--- src/hdl/csta_pkg.sv ---
package csta_pkg;

  localparam int unsigned NumSlotsDefault = 8;

  localparam int unsigned IpW      = 32;
  localparam int unsigned PortW    = 16;
  localparam int unsigned TimerW   = 16;
  localparam int unsigned OpW      = 2;
  localparam int unsigned SlotW    = 3;
  localparam int unsigned MaskW    = 8;
  localparam int unsigned CfgIdxW  = 1;
  localparam int unsigned CfgDataW = 16;

  localparam logic [TimerW-1:0] ReloadTicksReset = TimerW'(10);

  localparam logic [CfgIdxW-1:0] CfgReloadTicks = 1'b0;
  localparam logic [CfgIdxW-1:0] CfgFwdEnable   = 1'b1;

  typedef enum logic [OpW-1:0] {
    OpPacket = 2'd0,
    OpTick   = 2'd1,
    OpDrop   = 2'd2
  } op_e;

  typedef enum logic [SlotW-1:0] {
    StIgnored = 3'd0,
    StKnown   = 3'd1,
    StAdded   = 3'd2,
    StFull    = 3'd3,
    StTick    = 3'd4,
    StDropped = 3'd5
  } status_e;

endpackage

--- src/hdl/client_session_table_aging_core.sv ---
// Channel        | Handshake                 | Payload
// ---------------+---------------------------+-------------------------------------------
// request        | start, busy (always low)  | op_i, client_ip_i, client_port_i, drop_slot_i
// result         | done_o, one-cycle strobe  | status_o, slot_o, active_mask_o, expired_mask_o
// configuration  | cfg_we_i                  | cfg_idx_i, cfg_data_i
//
// A transaction is taken in every cycle and captured in the request register at that edge.
// The slot compare runs from the request register into the result register at the next
// edge, and the result register drives the result ports.
// Reset frees all slots, sets reload_ticks to 10 and clears forwarding_enabled.
// The receiver cannot stall, so the block never holds off a request.
module client_session_table_aging_core import csta_pkg::*; #(
  parameter int unsigned NUM_SLOTS = NumSlotsDefault
) (
  input  logic                clk_i,
  input  logic                rst_ni,
  input  logic                start,
  output logic                busy,
  input  logic [OpW-1:0]      op_i,
  input  logic [IpW-1:0]      client_ip_i,
  input  logic [PortW-1:0]    client_port_i,
  input  logic [SlotW-1:0]    drop_slot_i,
  output logic                done_o,
  output logic [SlotW-1:0]    status_o,
  output logic [SlotW-1:0]    slot_o,
  output logic [MaskW-1:0]    active_mask_o,
  output logic [MaskW-1:0]    expired_mask_o,
  input  logic                cfg_we_i,
  input  logic [CfgIdxW-1:0]  cfg_idx_i,
  input  logic [CfgDataW-1:0] cfg_data_i
);

  localparam int unsigned IdxW = (NUM_SLOTS > 1) ? $clog2(NUM_SLOTS) : 1;

  logic [TimerW-1:0] reload_q;
  logic              fwd_q;

  logic              req_q;
  logic [OpW-1:0]    op_q;
  logic [IpW-1:0]    ip_q;
  logic [PortW-1:0]  port_q;
  logic [SlotW-1:0]  dslot_q;

  logic [TimerW-1:0] timer_q [NUM_SLOTS];
  logic [TimerW-1:0] timer_d [NUM_SLOTS];
  logic [IpW-1:0]    slot_ip_q [NUM_SLOTS];
  logic [PortW-1:0]  slot_port_q [NUM_SLOTS];

  logic [NUM_SLOTS-1:0] hit;
  logic [NUM_SLOTS-1:0] free;
  logic [NUM_SLOTS-1:0] active;
  logic [NUM_SLOTS-1:0] expired;
  logic                 hit_found;
  logic                 free_found;
  logic [IdxW-1:0]      hit_idx;
  logic [IdxW-1:0]      free_idx;
  logic [IdxW-1:0]      res_idx;
  logic [IdxW-1:0]      drop_idx;
  logic [31:0]          dslot_wide;
  logic [31:0]          res_wide;
  logic                 drop_ok;
  logic                 add_wr;
  status_e              status_d;

  logic                 done_q;
  logic [SlotW-1:0]     status_q;
  logic [SlotW-1:0]     slot_q;
  logic [MaskW-1:0]     active_q;
  logic [MaskW-1:0]     expired_q;
  logic [MaskW-1:0]     active_d;
  logic [MaskW-1:0]     expired_d;

  assign busy = 1'b0;

  always_ff @(posedge clk_i or negedge rst_ni) begin
    if (!rst_ni) begin
      reload_q <= ReloadTicksReset;
      fwd_q    <= 1'b0;
    end else if (cfg_we_i) begin
      unique case (cfg_idx_i)
        CfgReloadTicks: reload_q <= cfg_data_i;
        CfgFwdEnable:   fwd_q    <= cfg_data_i[0];
        default: ;
      endcase
    end
  end

  always_ff @(posedge clk_i or negedge rst_ni) begin
    if (!rst_ni) begin
      req_q <= 1'b0;
    end else begin
      req_q <= start;
    end
  end

  always_ff @(posedge clk_i) begin
    if (start) begin
      op_q    <= op_i;
      ip_q    <= client_ip_i;
      port_q  <= client_port_i;
      dslot_q <= drop_slot_i;
    end
  end

  always_comb begin
    for (int i = 0; i < NUM_SLOTS; i++) begin
      free[i] = (timer_q[i] == '0);
      hit[i]  = !free[i] && (slot_ip_q[i] == ip_q) && (slot_port_q[i] == port_q);
    end
  end

  csta_lowest #(
    .N    (NUM_SLOTS),
    .IdxW (IdxW)
  ) u_hit_enc (
    .req_i   (hit),
    .found_o (hit_found),
    .idx_o   (hit_idx)
  );

  csta_lowest #(
    .N    (NUM_SLOTS),
    .IdxW (IdxW)
  ) u_free_enc (
    .req_i   (free),
    .found_o (free_found),
    .idx_o   (free_idx)
  );

  assign dslot_wide = 32'(dslot_q);
  assign drop_idx   = dslot_wide[IdxW-1:0];
  assign drop_ok    = (dslot_wide < 32'(NUM_SLOTS));

  always_comb begin
    for (int i = 0; i < NUM_SLOTS; i++) begin
      timer_d[i] = timer_q[i];
    end
    expired  = '0;
    add_wr   = 1'b0;
    res_idx  = '0;
    status_d = StIgnored;
    if (req_q) begin
      unique case (op_q)
        OpPacket: begin
          if (fwd_q) begin
            if (hit_found) begin
              timer_d[hit_idx] = reload_q;
              res_idx          = hit_idx;
              status_d         = StKnown;
            end else if (free_found) begin
              timer_d[free_idx] = reload_q;
              add_wr            = 1'b1;
              res_idx           = free_idx;
              status_d          = StAdded;
            end else begin
              status_d = StFull;
            end
          end
        end
        OpTick: begin
          for (int i = 0; i < NUM_SLOTS; i++) begin
            if (timer_q[i] != '0) begin
              timer_d[i] = timer_q[i] - TimerW'(1);
              expired[i] = (timer_q[i] == TimerW'(1));
            end
          end
          status_d = StTick;
        end
        OpDrop: begin
          if (drop_ok) begin
            timer_d[drop_idx] = '0;
            res_idx           = drop_idx;
            status_d          = StDropped;
          end
        end
        default: ;
      endcase
    end
  end

  always_comb begin
    for (int i = 0; i < NUM_SLOTS; i++) begin
      active[i] = (timer_d[i] != '0);
    end
  end

  for (genvar b = 0; b < MaskW; b++) begin : g_mask
    if (b < NUM_SLOTS) begin : g_used
      assign active_d[b]  = active[b];
      assign expired_d[b] = expired[b];
    end else begin : g_unused
      assign active_d[b]  = 1'b0;
      assign expired_d[b] = 1'b0;
    end
  end

  assign res_wide = 32'(res_idx);

  always_ff @(posedge clk_i or negedge rst_ni) begin
    if (!rst_ni) begin
      for (int i = 0; i < NUM_SLOTS; i++) begin
        timer_q[i] <= '0;
      end
    end else begin
      for (int i = 0; i < NUM_SLOTS; i++) begin
        timer_q[i] <= timer_d[i];
      end
    end
  end

  always_ff @(posedge clk_i) begin
    if (add_wr) begin
      slot_ip_q[free_idx]   <= ip_q;
      slot_port_q[free_idx] <= port_q;
    end
  end

  always_ff @(posedge clk_i or negedge rst_ni) begin
    if (!rst_ni) begin
      done_q <= 1'b0;
    end else begin
      done_q <= req_q;
    end
  end

  always_ff @(posedge clk_i) begin
    if (req_q) begin
      status_q  <= status_d;
      slot_q    <= res_wide[SlotW-1:0];
      active_q  <= active_d;
      expired_q <= expired_d;
    end
  end

  assign done_o         = done_q;
  assign status_o       = status_q;
  assign slot_o         = slot_q;
  assign active_mask_o  = active_q;
  assign expired_mask_o = expired_q;

endmodule

--- src/hdl/csta_lowest.sv ---
module csta_lowest import csta_pkg::*; #(
  parameter int unsigned N    = NumSlotsDefault,
  parameter int unsigned IdxW = (N > 1) ? $clog2(N) : 1
) (
  input  logic [N-1:0]    req_i,
  output logic            found_o,
  output logic [IdxW-1:0] idx_o
);

  always_comb begin
    found_o = 1'b0;
    idx_o   = '0;
    for (int i = N - 1; i >= 0; i--) begin
      if (req_i[i]) begin
        found_o = 1'b1;
        idx_o   = IdxW'(i);
      end
    end
  end

endmodule
--- config.mk ---
export PLATFORM = sky130hd
export DESIGN_NAME = client_session_table_aging_core
export DESIGN_NICKNAME = d
export VERILOG_FILES = /design/src/hdl/csta_pkg.sv /design/src/hdl/client_session_table_aging_core.sv /design/src/hdl/csta_lowest.sv
export SDC_FILE = /design/constraint.sdc
export NUM_CORES = 1
export LEC_CHECK = 0
export BUFFER_PORTS_ARGS = -buffer_cell sky130_fd_sc_hd__buf_2
export CAP_MARGIN = 40
export CORE_MARGIN = 2
export CORE_UTILIZATION = 55
export DETAILED_ROUTE_END_ITERATION = 10
export PLACE_DENSITY = 0.72
export RECOVER_POWER = 100
export SYNTH_ARGS = -nofsm -noshare
export SYNTH_HDL_FRONTEND = slang
export SYNTH_SLANG_ARGS = --single-unit
--- constraint.sdc ---
create_clock -name clk_i -period 11.19 [get_ports clk_i]
set_input_delay 2.238 -clock clk_i [delete_from_list [all_inputs] [get_ports clk_i]]
set_output_delay 2.238 -clock clk_i [all_outputs]
set_load 0.01 [all_outputs]
==> results of run 1 <==
## cell families after synthesis
logic type | Yosys count
and+or+nand+nor | 922
AOI/OAI and AO/OA | 682
DFF | 606
xor gates and xnor gates | 422
buffers and inverters | 262
muxes | 38
adders and majority gates | 20
other | 1
## power breakdown
group	total [W]	switching (W)	internal, W	leakage [nW]
logic	0.00169	0.00105	0.000642	4.77
registers	0.00298	0.000367	0.00261	6.04
clock network	0.00218	0.000962	0.00122	1.04
total	0.00685	0.00238	0.00447	11.9
## flip-flops by register name (all words and copies together), names as in the netlist, 2 cells and up
signal	cells
slot_o	3
slot_ip_q	256
drop_idx	3
port_q	16
timer_q	128
expired_mask_o	8
ip_q	32
slot_port_q	128
active_mask_o	8
op_q	2
status_o	3
reload_q	16
## cells in the mapped netlist (8+ instances only)
master	number
edfxtp_1	459
xnor2_1	411
nor2_1	236
nand2_1	208
clkbuf_1	171
a21oi_1	156
dfrtp_1	145
o21ai_0	138
nand4_1	122
nor4_1	78
nor3_1	59
inv_1	54
nand3_1	48
a31oi_1	38
o22ai_1	34
a221oi_1	32
or3_1	28
or4_1	27
buf_1	24
a211oi_1	22
o21a_1	22
mux2i_1	21
a21o_1	20
ha_1	20
nand2b_1	20
o211ai_1	20
and2_1	17
mux2_2	17
o31ai_1	17
a22oi_1	16
and3_1	15
a211o_1	14
a221o_1	14
a21boi_0	13
xor2_1	11
a2bb2oi_1	10
nand4b_1	9
o2111ai_1	9
a311oi_1	8
and4_1	8
nor4b_1	8
o21bai_1	8
o221ai_1	8
o22a_1	8
or2_2	8
## per-stage QoR
stage          area, µm²  util (%)  std cells  setup slack (ns)
6_report           35400      61.4       3814              3.25
5_1_grt            35400      61.4       3814              3.11
4_1_cts            35700      61.9       3813              5.20
2_1_floorplan      32100         -       2953              5.41
3_3_place_gp       33400      57.9       3678              4.99
3_5_place_dp       33500      58.1       3691              5.29
## worst max-delay path: stages (launching register included)
cell and delay (ns):
edfxtp_1 0.32, clkbuf_1 0.95, xnor2_1 0.14, nand4_1 0.16, nor4_1 0.07, buf_2 0.15
nand3_1 0.61, a2bb2oi_1 0.57, nand3_1 0.62, a21oi_1 0.63, and3_1 0.28, nand2_1 0.25
nor2_4 0.15, clkbuf_1 2.50
## worst paths after layout
check | slack [ns] | end
max | 3.25 | slot_ip_q[5][25]$_DFFE_PP_
min | 0.61 | timer_q[65]$_DFF_PN0_
max reg2reg | 3.25 | slot_ip_q[5][25]$_DFFE_PP_
min reg2reg | 0.61 | timer_q[65]$_DFF_PN0_
max in group asynchronous | 4.64 | timer_q[67]$_DFF_PN0_
min in group asynchronous | 2.28 | timer_q[105]$_DFF_PN0_
## layer usage
| layer | vias to the layer above | global-route usage, % | share of wire, % |
|---|---|---|---|
| met5 | - | 0 | 0.012 |
| met1 | 12700 | 45.6 | 36 |
| met4 | 2 | 24.7 | 7.7 |
| li1 | 11200 | - | - |
| met2 | 1743 | 58.4 | 46 |
| met3 | 436 | 7.10 | 9.6 |
## final cells by class
cell class                      count  share of cell area (%)
Sequential cell                   606                    49.3
Multi-Input combinational cell   2085                    38.8
Clock buffer                       87                    5.17
Tap cell                          765                    2.70
Timing Repair Buffer              181                    2.56
Clock inverter                     35                   0.904
Inverter                           55                   0.582
==> run summary, run 1 <==
Status = complete, but fails checks
Violated checks = max-capacitance violations, max-slew violations
Layout cell share with drive strength beyond 1 = 8.86%
Num rows = 88
Final net count = 3091
Count of yosys warnings during synthesis = 0
Worst slew pin tran = 3.68 ns
Area occupied by multi-input gates = 0.0138 mm²
Area fraction in compound gates after synthesis = 14.2%
Count of vias placed by the detailed router = 26000
TritonCTS clock tree = done
Flip-flop and latch count after synthesis = 606
Setup TNS = 0 ns
Master cell of the clock root buffer = clkbuf_16
Initial antenna violation count = 1
Total power after layout = 0.00685 W
Setup repair after global routing missed its margin = false
Number of enable flip-flop cells after synthesis = 459
Detailed-route wire length = 111000 µm
Critical setup path kind = reg -> reg
Peak VDD IR = 0.000144 V
Dominant combinational cell family by area after synthesis = simple AND/OR/NAND/NOR gates
Area Overhead vs Synth = 10.3%
Most area-consuming cells after synthesis = edfxtp_1 43%, dfrtp_1 11%, xnor2_1 11%
Chip height = 246 µm
Commonest non-fill, non-tap cells in the layout = 459 x edfxtp_1, 411 x xnor2_1, 227 x nor2_1, 208 x nand2_1, 156 x a21oi_1
Area share of fa/ha/maj cells after synthesis = 0.779%
Placeable core region = 0.0577 mm²
Worst slack on hold paths = 0.612 ns
Cells after Synth = 2953
Initial Util = 55.7%
WHS Path Cells = 2
Launch point of the worst hold path = timer_q[65]$_DFF_PN0_
Insertion delay of the later-clocked pin in the worst-skew pair = 0.64 ns
Routability Congestion = 1.03
Drc violations = 0
Area of the mapped netlist = 0.0321 mm²
Worst hold-check path type = reg -> reg
Post_cts resized = 0
Async set-or-reset flop fraction in the synthesized netlist = 24.3%
Worst Reg-to-Reg Cells = 13
Number of primary I/O pins = 98
Static leakage power = 11.9 nW
Chip Width = 246 µm
Antenna violation net count after detailed routing = 0
Final period util = 70.9%
Endpoint class of the critical path = flip-flop
Number of post-CTS setup repair buffers = 0
Number of clock sinks seen by CTS = 606
Via count of the first global-routing pass = 25100
Reg-to-Reg Start = ip_q[10]$_DFFE_PP_
Worst clock skew = 0.0263 ns
Achievable clock frequency = 126 MHz
Most common cell after layout, fill and taps aside = edfxtp_1
Max Slew Vio Count = 900
P per Cell Area = 193 mW/mm²
Sort of element at the start of the critical path = flip-flop
Mapped Nets = 3047
Via density = 6.82
FF/Latch Area = 0.0175 mm²
Synthesized-area fraction occupied by and/or/nand/nor cells = 14.7%
# diodes = 0
Level count of the clock H-tree = 3
Relative slew slack = -145%
Global-route wire length before repair = 164000 µm
Yosys cell types = 90
Launch point of the critical path = ip_q[10]$_DFFE_PP_
Final Hold Vio Count = 0
Cts-stage hold buffer count = 0
CTS buffer count = 68
Maximum number of pins on one net before global-route repair = 70
Placed wire-length estimate after detailed placement = 73200 µm
Arrival time reported for the critical path endpoint = 8.08 ns
# Max-Cap Violations = 20
Dominant cell type by area after synthesis = edfxtp_1
Shortest period the worst path allows = 7.94 ns
Die footprint = 0.0604 mm²
Post-synth top flop = edfxtp_1
Portion of netlist area occupied by mux cells = 1.25%
Data required time of the critical path = 11.33 ns
Peak fanout along the critical path = 48
Wirelength per Cell = 29.1 µm
Final setup violation count = 0
Sequential share of the synthesized area = 54.4%
PortBufs = 96
Total congestion overflow after global routing = 0
DR pass1 iterations = 6
Synth top area share = 42.9%
Parity-gate share of the synthesized area counting xor and xnor cells = 11.5%
FILL cells = 4656
Initial detailed-routing violation count = 3390
GRT Resource Usage Total = 36.7%
Buffers from clock root to sink, at most = 3
Clock edge transition at the registers on the reported setup and hold paths = 0.06 ns
Mean Syn Cell Area = 10.9 µm²
(Power assumes the default switching activity.)
==> run 2, diff against run 1 <==
- ABC_AREA: not set -> 1
- clock period: 11.19 -> 7.37 ns (I/O delays scaled with it)
==> run 2 against run 1 <==
Compared with the run above:
- the run still ends with max-capacitance violations, max-slew violations left
- via count rose by 36%
- setup slack got worse by 1.9 ns
- global-route usage decreased by 3.8 points
- die area is 22% higher
- flip-flop and latch count is the same
- routed wire length up 11%
- cell area up 21%
- sequential power is 42% higher
- non-clock buffer count fell by 11
- cell count up 65%
- critical endpoint is now active_mask_o[7]$_DFFE_PP_
- largest cell class is now multi-input combinational cells
- largest power group unchanged
==> run summary, run 2 <==
Layout cell share with drive strength beyond 1 = 5.91% (-2.9 points)
Cells after Synth = 5288 (+79%)
Insertion delay of the later-clocked pin in the worst-skew pair = 0.65 ns (about the same)
Register ranked first by flip-flop count = slot_ip_q
Clock share of power = 35.6% (+3.7 points)
Worst hold-check path type = reg -> reg
Post_cts resized = 0 (unchanged)
Final period util = 81.0% (+10 points)
PortBufs = 96 (unchanged)
Mapped Nets = 5382 (+77%)
Flip-flop and latch count after synthesis = 606 (unchanged)
Worst slew pin tran = 3.74 ns (+0.0661 ns)
Post-synth top flop = edfxtp_1
Chip Width = 271 µm (+10%)
Mean Syn Cell Area = 7.43 µm² (-32%)
Data required time of the critical path = 7.77 ns (-3.56 ns)
Number of enable flip-flop cells after synthesis = 459 (unchanged)
Placeable core region = 0.0704 mm² (+22%)
Crit path depth = 14 (+1)
Sort of element at the start of the critical path = flip-flop
Worst clock skew = 0.0389 ns (+0.0126 ns)
Via density = 5.64 (-17%)
Commonest non-fill, non-tap cells in the layout = 1629 x nand2_1, 695 x inv_1, 474 x nor2_1, 459 x edfxtp_1, 330 x nand3_1
Global-route wire length before repair = 189000 µm (+15%)
Worst path buffer plus inverter count = 5 (+2)
Status = complete, but fails checks
Routability Congestion = 0.975 (-5.5%)
Part of the total power dissipated in sequential elements = 42.6% (-0.9 points)
Async set-or-reset flop fraction in the synthesized netlist = 24.3% (unchanged)
GRT Resource Usage Total = 32.9% (-3.8 points)
Wirelength per Cell = 19.5 µm (-33%)
Clock edge transition at the registers on the reported setup and hold paths = 0.06 ns (about the same)
Maximum number of pins on one net before global-route repair = 144 (+110%)
# diodes = 0 (unchanged)
Library cell with the highest instance count after synthesis = nand2_1
Dominant cell type by area after synthesis = edfxtp_1
Area of the mapped netlist = 0.0393 mm² (+22%)
Relative contribution of combinational cells to total power = 21.7% (-3.0 points)
Relative slew slack = -149% (-4.4 points)
Antenna violation net count after detailed routing = 0 (unchanged)
Synthesized-area fraction occupied by and/or/nand/nor cells = 27.3% (+13 points)
Cts-stage hold buffer count = 0 (unchanged)
Endpoint class of the critical path = flip-flop
Int Pwr = 0.00666 W (+49%)
Area Overhead vs Synth = 8.99%
Setup repair after global routing missed its margin = false
DR pass1 iterations = 7 (+1)
Initial antenna violation count = 0 (-1)
Initial Util = 55.8% (+0.12 points)
Placed wire-length estimate after detailed placement = 79900 µm (+9.2%)
Drc violations = 0 (unchanged)
Worst Reg-to-Reg Cells = 14 (+1)
Violated checks = max-capacitance violations, max-slew violations
Die footprint = 0.0736 mm² (+22%)
Final core utilization = 60.8% (-0.62 points)
Cell-by-cell listing of the critical path = inv_1 > ha_1 > clkbuf_1 > clkinv_1 > clkbuf_1 > o21ai_0 > a21oi_1 > nand2_1 > o21ai_0 > nand2_1 > inv_1 > nand2_1 > nor2_1 > nand2_1
Number of clock sinks seen by CTS = 606 (unchanged)
Most common cell after layout, fill and taps aside = nand2_1
Achievable clock frequency = 168 MHz (+33%)
Via count of the first global-routing pass = 33100 (+32%)
Peak VDD IR = 0.000219 V (+52%)
CTS buffer count = 69 (+1.5%)
Parity-gate share of the synthesized area counting xor and xnor cells = 7.42% (-4.1 points)
Chip height = 271 µm (+10%)
Switching share of power = 33.1% (-1.6 points)
FILL cells = 6340 (+36%)
Count of vias placed by the detailed router = 35500 (+36%)
Largest registers in the final layout = slot_ip_q: 256 flops, slot_port_q: 128 flops, timer_q: 128 flops
# Max-Cap Violations = 13 (-35%)
Final Hold Vio Count = 0 (unchanged)
Synth top area share = 35.1% (-7.8 points)
Num rows = 97 (+10%)
Master cell of the clock root buffer = clkbuf_16
Area fraction in compound gates after synthesis = 10.0% (-4.2 points)
Peak fanout along the critical path = 49 (+2.1%)
Static leakage power = 19.3 nW (+63%)
Initial detailed-routing violation count = 3659 (+7.9%)
Yosys cell types = 52 (-42%)
Sequential share of the synthesized area = 44.5% (-9.9 points)
Count of yosys warnings during synthesis = 0 (unchanged)
Shortest period the worst path allows = 5.97 ns (-1.97 ns)
Number of post-CTS setup repair buffers = 0 (unchanged)
Net switching power = 0.00329 W (+38%)
Number of primary I/O pins = 98 (unchanged)
Flip-flop count of the largest register after layout = 256 (unchanged)
Most area-consuming cells after synthesis = edfxtp_1 35%, nand2_1 16%, dfrtp_1 9.2%
WHS Path Cells = 4 (+2)
Portion of netlist area occupied by mux cells = 0% (-1.3 points)
Ranking of synthesized cells by instance count = 1628 x nand2_1, 696 x inv_1, 479 x nor2_1
TritonCTS clock tree = done
Most prevalent standard cell on the critical path = nand2_1
Arrival time reported for the critical path endpoint = 6.37 ns (-1.71 ns)
Setup TNS = 0 ns (unchanged)
Total congestion overflow after global routing = 0 (unchanged)
Max Slew Vio Count = 578 (-36%)
Dominant combinational cell family by area after synthesis = simple AND/OR/NAND/NOR gates
Stage delay of the slowest cell on the critical path = 2.36 ns (-0.14 ns)
Area share of fa/ha/maj cells after synthesis = 0.637% (-0.14 points)
P per Cell Area = 232 mW/mm² (+20%)
Critical setup path kind = reg -> reg
Final net count = 5383 (+74%)
Detailed-route wire length = 123000 µm (+11%)
Level count of the clock H-tree = 3 (unchanged)
Buffers from clock root to sink, at most = 3 (unchanged)
Family with the most delay on the worst path = buffers and inverters
Cell with the largest stage delay on the worst path = clkbuf_1
Final setup violation count = 0 (unchanged)
## run 2: cell count changes after synthesis, moves of 38 or more
| cell | change |
|---|---|
| a21oi_1 | +160 |
| buf_2 | +75 |
| clkbuf_1 | -55 |
| inv_1 | +642 |
| nand2_1 | +1420 |
| nand3_1 | +282 |
| nor2_1 | +243 |
| nor3_1 | -38 |
| nor4_1 | -69 |
| o21ai_0 | +113 |
| xnor2_1 | -275 |
| xor2_1 | +186 |
## run 2: final cells by class
class | instances | area (µm²) | share of cell area [%]
clock buffers | 89 | 1870 | 4.38
clock inverters | 38 | 463 | 1.08
inverters | 755 | 2850 | 6.65
multi-input cells | 3687 | 17900 | 41.8
flip-flops and latches | 606 | 17500 | 40.8
well taps | 940 | 1180 | 2.75
repair buffers | 170 | 1080 | 2.53
## run 2: final timing paths
check,from,end,slack [ns]
max in group asynchronous,rst_ni,req_q$_DFF_PN0_,2.69
worst min register to register,timer_q[63]$_DFF_PN0_,timer_q[63]$_DFF_PN0_,0.58
worst min-delay path,timer_q[63]$_DFF_PN0_,timer_q[63]$_DFF_PN0_,0.58
min in group asynchronous,rst_ni,done_o$_DFF_PN0_,1.49
worst max register to register,op_q[1]$_DFFE_PP_,active_mask_o[7]$_DFFE_PP_,1.40
worst max-delay path,op_q[1]$_DFFE_PP_,active_mask_o[7]$_DFFE_PP_,1.40
## run 2: logic make-up after synthesis
group	Yosys count
xor gates and xnor gates	333
and+or+nand+nor	2615
adders and majority gates	20
DFF	606
buffers and inverters	995
AOI/OAI and AO/OA	718
other	1
## run 2: per-stage QoR
stage                     area, µm²  worst slack (ns)  hold WS, ns  power, W  instances
after CTS                     43100              2.44        0.563   0.00994       6284
after global routing          42800              1.05        0.608    0.0104       6285
after floorplan               39300              1.77        0.501   0.00577       5288
final                         42800              1.40        0.576   0.00994       6285
after detailed placement      40700              2.46        0.547   0.00641       6157
after global placement        40400              2.53        0.528   0.00635       6140
## run 2: power by group through the flow
| stage | sequential (W) | combinational, W | clock [W] |
|---|---|---|---|
| global placement | 0.00431 | 0.00204 | 0 |
| CTS | 0.00423 | 0.00212 | 0.00359 |
| finish | 0.00424 | 0.00216 | 0.00354 |
| detailed placement | 0.00430 | 0.00211 | 0 |
| global route | 0.00427 | 0.00243 | 0.00371 |
| floorplan | 0.00415 | 0.00162 | 0 |
## run 2: per-layer routing
layer | up-vias | global-route usage [%] | part of all wire, %
met2 | 1719 | 53.2 | 46
li1 | 16900 | - | -
met1 | 16400 | 41.6 | 38
met4 | 0 | 19.2 | 6.8
met3 | 405 | 5.76 | 9.3
met5 | - | 0 | 0
## run 2: tightest hold or removal path, cell delays in order, from the launching register on
cell,delay (ns)
dfrtp_1,0.34
nor2_1,0.05
inv_1,0.04
nand2_1,0.06
inv_1,0.05
